File: src/design/accpg_pkg.sv
// Shared types, constants and helpers for the access code correlator packet gate.
`default_nettype none

package accpg_pkg;

  localparam int HIST_W  = 64;               // bit history length
  localparam int GROUP_W = 8;                // history bits per partial count
  localparam int GROUPS  = HIST_W / GROUP_W; // partial counts per word
  localparam int CNT_W   = $clog2(GROUP_W + 1);
  localparam int DIST_W  = $clog2(HIST_W + 1);
  localparam int LEN_W   = 7;                // code_length and max_wrong_bits
  localparam int PKT_W   = 16;               // packet_bits and bits left
  localparam int APB_DW  = 64;
  localparam int APB_AW  = 5;
  localparam int IDX_LSB = 3;                // registers on 8-byte spacing

  typedef enum logic [1:0] {
    REG_CODE   = 2'd0,
    REG_LEN    = 2'd1,
    REG_THRESH = 2'd2,
    REG_PKT    = 2'd3
  } reg_idx_t;

  typedef logic [GROUPS-1:0][CNT_W-1:0] group_cnt_t;

  // Stage 1 word handed from the front end to the packet gate
  typedef struct packed {
    logic       valid;
    logic       rx;
    group_cnt_t cnt;
  } s1_t;

  function automatic logic [CNT_W-1:0] popcount8(input logic [GROUP_W-1:0] v);
    logic [CNT_W-1:0] n;
    n = '0;
    for (int i = 0; i < GROUP_W; i++) begin
      n = n + CNT_W'(v[i]);
    end
    return n;
  endfunction

endpackage

`default_nettype wire

File: src/design/access_code_correlator_packet_gate.sv
// Top level: access code correlator with Hamming threshold and packet gate.
//
//  channel | direction | handshake                | payload
//  --------+-----------+--------------------------+--------------------------------------
//  in      | to block  | in_valid / in_stall      | rx_bit
//  out     | from block| out_valid / out_stall    | out_bit, first_of_packet, last_of_packet
//  cfg     | to block  | APB psel/penable/pwrite  | paddr (8-byte spacing), pwdata, prdata
//
// One word is taken per cycle while in_stall is low; an accepted word is registered
// in stage 1 (history shift, mask, byte counts) and then, when stage 1 moves on,
// in the output register (stage 2: count sum, threshold compare, packet counter).
// Reset (rst, synchronous) clears the history, the packet counter, the pipeline
// valids and loads register defaults. A stalled output holds stage 1; the input
// stalls only when stage 1 is full and cannot move on.
`default_nettype none

module access_code_correlator_packet_gate (
  input  wire logic                          clk,
  input  wire logic                          rst,
  // input channel
  input  wire logic                          in_valid,
  output      logic                          in_stall,
  input  wire logic                          rx_bit,
  // output channel
  output      logic                          out_valid,
  input  wire logic                          out_stall,
  output      logic                          out_bit,
  output      logic                          first_of_packet,
  output      logic                          last_of_packet,
  // configuration
  input  wire logic                          psel,
  input  wire logic                          penable,
  input  wire logic                          pwrite,
  input  wire logic [accpg_pkg::APB_AW-1:0]  paddr,
  input  wire logic [accpg_pkg::APB_DW-1:0]  pwdata,
  output      logic [accpg_pkg::APB_DW-1:0]  prdata,
  output      logic                          pready
);

  // configuration registers
  logic [accpg_pkg::HIST_W-1:0] access_code_word;
  logic [accpg_pkg::LEN_W-1:0]  code_length;
  logic [accpg_pkg::LEN_W-1:0]  max_wrong_bits;
  logic [accpg_pkg::PKT_W-1:0]  packet_bits;

  accpg_pkg::reg_idx_t          reg_idx;
  logic                         cfg_wr;

  // pipeline
  accpg_pkg::s1_t               s1;
  logic                         advance;
  logic                         in_acc;

  // packet gate
  logic [accpg_pkg::PKT_W-1:0]  bits_left;
  logic [accpg_pkg::PKT_W-1:0]  bits_left_next;
  logic [accpg_pkg::PKT_W-1:0]  pkt_len;
  logic [accpg_pkg::DIST_W-1:0] ham_dist;
  logic                         emit;
  logic                         first_next;
  logic                         last_next;

  // ---------------------------------------------------------------- config
  assign pready  = 1'b1;
  assign reg_idx = accpg_pkg::reg_idx_t'(paddr[accpg_pkg::APB_AW-1:accpg_pkg::IDX_LSB]);
  assign cfg_wr  = psel && penable && pwrite && pready;

  always_ff @(posedge clk) begin
    if (rst) begin
      access_code_word <= '0;
      code_length      <= accpg_pkg::LEN_W'(accpg_pkg::HIST_W);
      max_wrong_bits   <= '0;
      packet_bits      <= accpg_pkg::PKT_W'(8);
    end else if (cfg_wr) begin
      case (reg_idx)
        accpg_pkg::REG_CODE:   access_code_word <= pwdata;
        accpg_pkg::REG_LEN:    code_length      <= pwdata[accpg_pkg::LEN_W-1:0];
        accpg_pkg::REG_THRESH: max_wrong_bits   <= pwdata[accpg_pkg::LEN_W-1:0];
        accpg_pkg::REG_PKT:    packet_bits      <= pwdata[accpg_pkg::PKT_W-1:0];
        default: ;
      endcase
    end
  end

  always_comb begin
    case (reg_idx)
      accpg_pkg::REG_CODE:   prdata = access_code_word;
      accpg_pkg::REG_LEN:    prdata = accpg_pkg::APB_DW'(code_length);
      accpg_pkg::REG_THRESH: prdata = accpg_pkg::APB_DW'(max_wrong_bits);
      accpg_pkg::REG_PKT:    prdata = accpg_pkg::APB_DW'(packet_bits);
      default:               prdata = '0;
    endcase
  end

  // ---------------------------------------------------------------- flow
  // stage 1 moves on whenever the output register is empty or being taken
  assign advance  = !out_valid || !out_stall;
  assign in_stall = s1.valid && !advance;
  assign in_acc   = in_valid && !in_stall;

  accpg_front u_front (
    .clk              (clk),
    .rst              (rst),
    .accept           (in_acc),
    .advance          (advance),
    .rx_bit           (rx_bit),
    .access_code_word (access_code_word),
    .code_length      (code_length),
    .s1               (s1)
  );

  // ---------------------------------------------------------------- stage 2
  // Hamming distance from the eight byte counts
  always_comb begin
    ham_dist = '0;
    for (int g = 0; g < accpg_pkg::GROUPS; g++) begin
      ham_dist = ham_dist + accpg_pkg::DIST_W'(s1.cnt[g]);
    end
  end

  // packet length of zero behaves as one
  assign pkt_len = (packet_bits == '0) ? accpg_pkg::PKT_W'(1) : packet_bits;

  // Open packet: pass the bit, no compare. Otherwise a match opens a packet.
  always_comb begin
    emit           = 1'b0;
    first_next     = 1'b0;
    last_next      = 1'b0;
    bits_left_next = bits_left;
    if (bits_left != '0) begin
      emit           = 1'b1;
      last_next      = (bits_left == accpg_pkg::PKT_W'(1));
      bits_left_next = bits_left - accpg_pkg::PKT_W'(1);
    end else if (accpg_pkg::LEN_W'(ham_dist) <= max_wrong_bits) begin
      emit           = 1'b1;
      first_next     = 1'b1;
      last_next      = (pkt_len == accpg_pkg::PKT_W'(1));
      bits_left_next = pkt_len - accpg_pkg::PKT_W'(1);
    end
  end

  always_ff @(posedge clk) begin
    if (rst) begin
      bits_left <= '0;
      out_valid <= 1'b0;
    end else if (advance) begin
      out_valid <= s1.valid && emit;
      if (s1.valid) begin
        bits_left <= bits_left_next;
      end
    end
  end

  // result payload, loaded only with a real result
  always_ff @(posedge clk) begin
    if (advance && s1.valid && emit) begin
      out_bit         <= s1.rx;
      first_of_packet <= first_next;
      last_of_packet  <= last_next;
    end
  end

`ifndef NO_ASSERTIONS
  // the last word of a packet closes it
  a_last_closes: assert property (@(posedge clk) disable iff (rst)
    out_valid && last_of_packet |-> bits_left == '0)
    else $error("packet still open after last word");

  // a first word that is not also last leaves a packet open
  a_first_opens: assert property (@(posedge clk) disable iff (rst)
    out_valid && first_of_packet && !last_of_packet |-> bits_left != '0)
    else $error("packet not opened after first word");

  // every word moved on inside an open packet is delivered
  a_open_emits: assert property (@(posedge clk) disable iff (rst)
    s1.valid && advance && bits_left != '0 |=> out_valid && !first_of_packet)
    else $error("packet word dropped");
`endif

endmodule

`default_nettype wire

File: src/design/accpg_front.sv
// Bit history, compare mask and per-byte mismatch counts (stage 1 register).
`default_nettype none

module accpg_front (
  input  wire logic                          clk,
  input  wire logic                          rst,
  input  wire logic                          accept,
  input  wire logic                          advance,
  input  wire logic                          rx_bit,
  input  wire logic [accpg_pkg::HIST_W-1:0]  access_code_word,
  input  wire logic [accpg_pkg::LEN_W-1:0]   code_length,
  output accpg_pkg::s1_t                     s1
);

  logic [accpg_pkg::HIST_W-1:0] history;
  logic [accpg_pkg::HIST_W-1:0] history_next;
  logic [accpg_pkg::HIST_W-1:0] mask;
  logic [accpg_pkg::HIST_W-1:0] diff;
  accpg_pkg::group_cnt_t        cnt_next;

  assign history_next = {history[accpg_pkg::HIST_W-2:0], rx_bit};

  // lengths of 64 and above compare every bit
  always_comb begin
    for (int i = 0; i < accpg_pkg::HIST_W; i++) begin
      mask[i] = (accpg_pkg::LEN_W'(i) < code_length);
    end
  end

  assign diff = (history_next ^ access_code_word) & mask;

  always_comb begin
    for (int g = 0; g < accpg_pkg::GROUPS; g++) begin
      cnt_next[g] = accpg_pkg::popcount8(diff[g*accpg_pkg::GROUP_W +: accpg_pkg::GROUP_W]);
    end
  end

  always_ff @(posedge clk) begin
    if (rst) begin
      history  <= '0;
      s1.valid <= 1'b0;
    end else begin
      if (accept) begin
        history  <= history_next;
        s1.valid <= 1'b1;
        s1.rx    <= rx_bit;
        s1.cnt   <= cnt_next;
      end else if (advance) begin
        s1.valid <= 1'b0;
      end
    end
  end

endmodule

`default_nettype wire

File: config.mk
export PLATFORM = sky130hd
export DESIGN_NAME = access_code_correlator_packet_gate
export DESIGN_NICKNAME = d
export VERILOG_FILES = /design/src/design/accpg_pkg.sv /design/src/design/access_code_correlator_packet_gate.sv /design/src/design/accpg_front.sv
export SDC_FILE = /design/constraint.sdc
export NUM_CORES = 1
export LEC_CHECK = 0
export BUFFER_PORTS_ARGS = -buffer_cell sky130_fd_sc_hd__buf_2
export CORE_UTILIZATION = 55
export CTS_CLUSTER_SIZE = 25
export DETAILED_ROUTE_END_ITERATION = 8
export PLACE_DENSITY_LB_ADDON = 0.15
export SETUP_SLACK_MARGIN = 0.1
export SLEW_MARGIN = 10
export SYNTH_ARGS = -nofsm -noshare
export SYNTH_HDL_FRONTEND = slang
export SYNTH_SLANG_ARGS = --single-unit
File: constraint.sdc
create_clock -name clk -period 5.4 [get_ports clk]
set_input_delay 0.54 -clock clk [delete_from_list [all_inputs] [get_ports clk]]
set_output_delay 0.54 -clock clk [all_outputs]
set_load 0.01 [all_outputs]
# [Word-level counts from Yosys, hierarchy flattened]
# Index checks and enable logic that the tools add are counted.
[totals] reg_bits=211 in_bits=77 output_inout_bits=70 wordCells=191
[classes] addsub=65 n_lt_le_gt_ge=65 n_eq_ne=5 n_mux=10 n_bitwise=3 n_reduce_logical=23
[op_table] operator="$pmux W64 S4" count=1
[op_table] operator="$lt A6 B7 Y1 const A" count=32
[op_table] operator="$add A4 B1 Y4" count=48
[op_table] operator="$lt A5 B7 Y1 const A" count=16
[op_table] operator="$and A64 B64 Y64" count=1
[op_table] operator="$xor A64 B64 Y64" count=1
[op_table] operator="$lt A4 B7 Y1 const A" count=8
[op_table] operator="$mux W16" count=3
[op_table] operator="$eq A16 B1 Y1 const B" count=2
[op_table] operator="$sub A16 B1 Y16 const B" count=2
[op_table] operator="$add A7 B4 Y7" count=4
[op_table] operator="$lt A3 B7 Y1 const A" count=4
[op_table] operator="$add A1 B1 Y2" count=8
[op_table] operator="$logic_not A16 Y1" count=1
[op_table] operator="$reduce_bool A16 Y1" count=1
[op_table] operator="$lt A1 B7 Y1 const A" count=2
[op_table] operator="$lt A2 B7 Y1 const A" count=2
[op_table] operator="$reduce_and A2 Y1" count=5
[op_table] operator="$add A6 B4 Y7" count=1
[op_table] operator="$le A7 B7 Y1" count=1
[op_table] operator="$logic_and A1 B1 Y1" count=7
[op_table] operator="$add A5 B4 Y6" count=1
[op_table] operator="$mux W1" count=6
[op_table] operator="$add A4 B4 Y5" count=1
[op_table] operator="8 further kinds" count=13

# [Depth between registers and ports, before layout]
[logic_depth] ltp_word=11 mapped_depth=21 depth_no_buf=20

# [Hierarchy]
# From an unflattened synthesis, not the netlist that was laid out.
[unflattened] hier_cells=1339 hier_area_um2=12141.6
[modules_own_cells] module="access_code_correlator_packet_gate" instances=1 cells_per_inst=763 area_per_inst_um2=6237.2 seq_area_each_um2=2312.2
[modules_own_cells] module="accpg_front" instances=1 cells_per_inst=576 area_per_inst_um2=5904.4 seq_area_each_um2=2272.2

# [Worst setup path before layout]
# OpenSTA, ideal clock, no wires.
[synth_timing] path_kind="flip-flop to flip-flop" from="reg u_front.s1[3] (netlist name)" to="reg bits_left[6] in the netlist's numbering" setup_time_ns=0.122 arrival_ns=4.815 t_required_ns=5.278 setup_slack_ns=0.464 stages_incl_launch_ff=17 n_path_buf=0 synth_period_minus_slack_ns=4.936 cell_sequence="edfxtp_1 > fa_1 > inv_1 > fa_1 > fa_1 > fa_1 > inv_1 > ha_1 > a21o_1 > a21oi_1 > xnor2_1 > ha_1 > o21a_1 > a21oi_1 > a211oi_1 > or4_2 > mux2i_1"
[synth_between] elab_chain_len=10
[synth_lines] element="$add A4 B4 Y5" line="access_code_correlator_packet_gate.sv:117" rtl="ham_dist = ham_dist + accpg_pkg::DIST_W'(s1.cnt[g]);"
[synth_lines] element="$add A5 B4 Y6" line="access_code_correlator_packet_gate.sv:117"
[synth_lines] element="$add A6 B4 Y7" line="access_code_correlator_packet_gate.sv:117"
[synth_lines] element="$add A7 B4 Y7 (4 in series)" line="access_code_correlator_packet_gate.sv:117"
[synth_lines] element="$le A7 B7 Y1" line="access_code_correlator_packet_gate.sv:134" rtl="end else if (accpg_pkg::LEN_W'(ham_dist) <= max_wrong_bits) begin"
[synth_lines] element="$reduce_bool A2 Y1 (no source line)"
[synth_lines] element="$reduce_and A3 Y1 (no source line)"
[synth_lines] element="to (signal assigned)" line="access_code_correlator_packet_gate.sv:149" rtl="bits_left <= bits_left_next;"
[synth_lines] element="to (decl)" line="access_code_correlator_packet_gate.sv:55" rtl="logic [accpg_pkg::PKT_W-1:0] bits_left;"
# Every way passes these cells.
# A chain may end at the register's enable or synchronous reset.

# [Worst setup path in the final report]
[layout_timing] from="reg u_front.s1[15] (netlist name)" to="reg bits_left[12] in the netlist's numbering"
[layout_between] elab_chain_len=8
[layout_lines] element="$add A6 B4 Y7" line="access_code_correlator_packet_gate.sv:117"
[layout_lines] element="$add A7 B4 Y7 (4 in series)" line="access_code_correlator_packet_gate.sv:117"
[layout_lines] element="$le A7 B7 Y1" line="access_code_correlator_packet_gate.sv:134"
[layout_lines] element="$reduce_bool A2 Y1 (no source line)"
[layout_lines] element="$reduce_and A3 Y1 (no source line)"
# Every way passes these cells.

==> impl_metrics.env <==
export IMPL_run_status="finished with violations"
export IMPL_failed_checks="design-rule violations"
export IMPL_setup_worst_path_start="u_front.s1[15]"
export IMPL_hold_ws_ps=255
export IMPL_post_layout_total_power_mw=4.91
export IMPL_crit_fanout=14
export IMPL_grt_setup_unrepaired="false"
export IMPL_max_clock_path_buffers=3
export IMPL_vdd_ir_drop_max_mv=0.223
export IMPL_fmax_mhz=196
export IMPL_arrival_ps=5500
export IMPL_die_area_um2=22500
export IMPL_hold_path_start="pwdata[16]"
export IMPL_detail_route_drc_violations=2
export IMPL_leakage_power_nw=5.59
export IMPL_post_cts_buffers=0
export IMPL_r2r_end="bits_left[12]"
export IMPL_total_negative_setup_slacks_ps=0
export IMPL_yosys_warnings=0
export IMPL_layout_core_utilization=0.644
export IMPL_path_class="register to register"
export IMPL_final_seq_area_um2=4580
export IMPL_synth_yosys_seq_area_share=0.381
export IMPL_grt_remaining_overflow=0
export IMPL_die_w_um=150
export IMPL_synth_ff_type="dfxtp_1"
export IMPL_route_vias_total=10153
export IMPL_antenna_found_initial=1
export IMPL_max_cap_violations=0
export IMPL_setup_worst_path_end_class="register"
export IMPL_synth_net_count=1591
export IMPL_p_per_area_nw_per_um2=360
export IMPL_hold_path_cell_count=3
export IMPL_worst_r2r_path_depth=16
export IMPL_met2_wirelength_um=13700
export IMPL_clock_tree_from_tritoncts="yes"
export IMPL_nets=1692
export IMPL_r2r_start="u_front.s1[15]"
export IMPL_timing_slew_headroom=0.262
export IMPL_layout_area_overhead_vs_synth_pct=13.5
export IMPL_drv_slew=0
export IMPL_start_kind="register"
export IMPL_design_core_area_um2=21200
export IMPL_synth_avg_cell_area_um2=8.49
export IMPL_worst_setup_hold_path_clk_slew_ps=60
export IMPL_grt_pass1_vias=9141
export IMPL_worst_slew_pin_transition_ps=1100
export IMPL_synth_edf_count=36
export IMPL_insertion_delay_ps=520
export IMPL_grt_first_pass_wirelength_um=48000
export IMPL_layout_min_cycle_time_ps=5110
export IMPL_core_rowCount=53
export IMPL_cts_root_buf="clkbuf_16"
export IMPL_route_layer_met1_wl_um=13800
export IMPL_groute_usage_overall=0.272
export IMPL_routabilityCongestion=0.919
export IMPL_min_path_type="input port to register"
export IMPL_chipHeight_um=150
export IMPL_numPortBuffers=142
export IMPL_drtAntennaViolNets=0
export IMPL_drt_pass1_iterations=7
export IMPL_synth_ff_latch_count=211
export IMPL_syn_inst=1417
export IMPL_worst_endpoint_required_ps=5780
export IMPL_final_setup_skew_ps=20.4
export IMPL_final_period_utilization=0.947
export IMPL_nFillCells=1859
export IMPL_boundaryPins=147
export IMPL_synth_cell_area_um2=12000
export IMPL_whs_endpoint="access_code_word[16]"
export IMPL_drive_above_1_share=0.150
export IMPL_cts_buffers=23
export IMPL_numPlacedInstances=1768
export IMPL_cts_htree_levels=1
export IMPL_highest_layer="met4"
export IMPL_routedWlPerCell_um=16.9
export IMPL_final_setup_viol_count=0
export IMPL_synth_cell_type_count=65
export IMPL_hold_buffers=0
export IMPL_grt_start_max_net_pins=71
export IMPL_routed_wl_um=30500
export IMPL_synth_async_reset_ratio=0
export IMPL_initial_cell_density_of_the_core=0.567
export IMPL_met3WireLength_um=2210
export IMPL_numClockSinks=211
export IMPL_final_cells=1808
export IMPL_via_per_inst=5.62
export IMPL_multiInputGateArea_um2=6790
export IMPL_initialDrtViolationCount=656
export IMPL_reg2reg_setup_slack_ps=290
export IMPL_final_hold_violation_count=0
export IMPL_hpwlAfterDp_um=21600
==> cells in the final DEF, fill, tap and decap left out, drive strengths merged, types with 18 or more instances in the layout <==
master	count
and2	54
ha	42
mux2i	18
o21ai	33
buf	160
inv	109
xnor2	43
clkbuf	33
xor2	32
dfxtp	175
nand2	328
nor2	51
edfxtp	36
fa	55
a21oi	181
==> through the flow <==
step                      cell area, um^2  worst slack [ps]
after floorplan                     12000               464
after global placement              12900               240
after detailed placement            12900              22.4
after CTS                           13600              95.2
after global routing                13700              87.3
final                               13700               286
==> per-layer routing <==
layer / global-route usage / up-vias
met2: 0.415 / 375
met4: 0.0833 / 0
met5: 0 / -
met1: 0.398 / 4809
met3: 0.0375 / 55
li1: - / 4914
==> worst max-delay path: stages, from the launching register on <==
cell and delay [ps]:
edfxtp_1 400, fa_1 540, inv_1 60, fa_1 550, fa_1 430, fa_1 550
inv_1 70, ha_1 300, a21o_1 180, a21oi_2 180, xnor2_2 90, ha_1 310
nand4_1 160, a21o_1 250, a211o_4 430, and3_1 190, a2111oi_0 290
==> layout make-up <==
cell class	count	share of cell area
clock buffers	33	0.0478
inverters	107	0.0294
flip-flops and latches	211	0.336
multi-input cells	1015	0.497
diodes	1	0.000183
well taps	275	0.0252
repair buffers	160	0.0624
clock inverters	6	0.00256
==> where the power goes <==
group,internal (mW),switching (mW)
Combinational,0.670,1.01
Sequential,1.69,0.0834
Clock,0.837,0.629
Total,3.20,1.72
==> synth_stat cells (all sizes together) (3+ instances only) <==
library cell,n,share of area
xnor2,43,0.031
dfxtp,175,0.29
and2,54,0.028
edfxtp,36,0.090
o31ai,7,0.0044
nand2b,3,0.0016
nor3,11,0.0046
and3,5,0.0027
o2111ai,3,0.0022
a221o,3,0.0025
nor2b,9,0.0047
ha,42,0.044
o21a,3,0.0019
clkbuf,77,0.024
nor4,15,0.011
nor2,51,0.016
mux4,7,0.013
xor2,32,0.023
or3,5,0.0026
nand4,5,0.0026
a31oi,3,0.0016
or4,9,0.0064
a211o,3,0.0022
a211oi,17,0.011
a21o,3,0.0019
a22o,9,0.0065
fa,55,0.091
nand3,16,0.0067
o211ai,9,0.0056
or2,5,0.0026
nand2,328,0.10
o21ai,33,0.014
buf,7,0.0037
inv,107,0.033
nor3b,4,0.0025
a221oi,4,0.0029
a21oi,181,0.075
mux2i,18,0.015
==> state kept, by name (all words and copies together), names as in the netlist <==
signal / cells
out_bit: 1
code_length: 7
max_wrong_bits: 7
u_front.s1: 34
first_of_packet: 1
bits_left: 16
out_valid: 1
access_code_word: 64
u_front.history: 63
last_of_packet: 1
packet_bits: 16
==> cell families after synthesis <==
group | count (synthesis) | share of synthesized area
AND/OR/NAND/NOR | 527 | 0.200
AO/OA/AOI/OAI | 290 | 0.140
multiplexers | 25 | 0.0281
buffers and inverters | 191 | 0.0611
adder cells (fa/ha/maj) | 97 | 0.135
XOR/XNOR | 75 | 0.0546
other | 1 | 0.000312
flip-flops | 211 | 0.381
==> worst max path at each step <==
stage                          endpoint  slack [ps]  depth (start not counted)
after detailed placement   bits_left[6]          20                         16
after floorplan            bits_left[6]         460                         16
final                     bits_left[12]         290                         16
after global placement     bits_left[6]         240                         16
after CTS                  bits_left[6]         100                         16
after global routing      bits_left[12]          90                         16
==> what timing repair did <==
action                                  in CTS  in global routing
resized for setup                            3                 10
pin swaps                                    0                  8
endpoints found under the setup margin       4                 12
(Power assumes the default switching activity.)
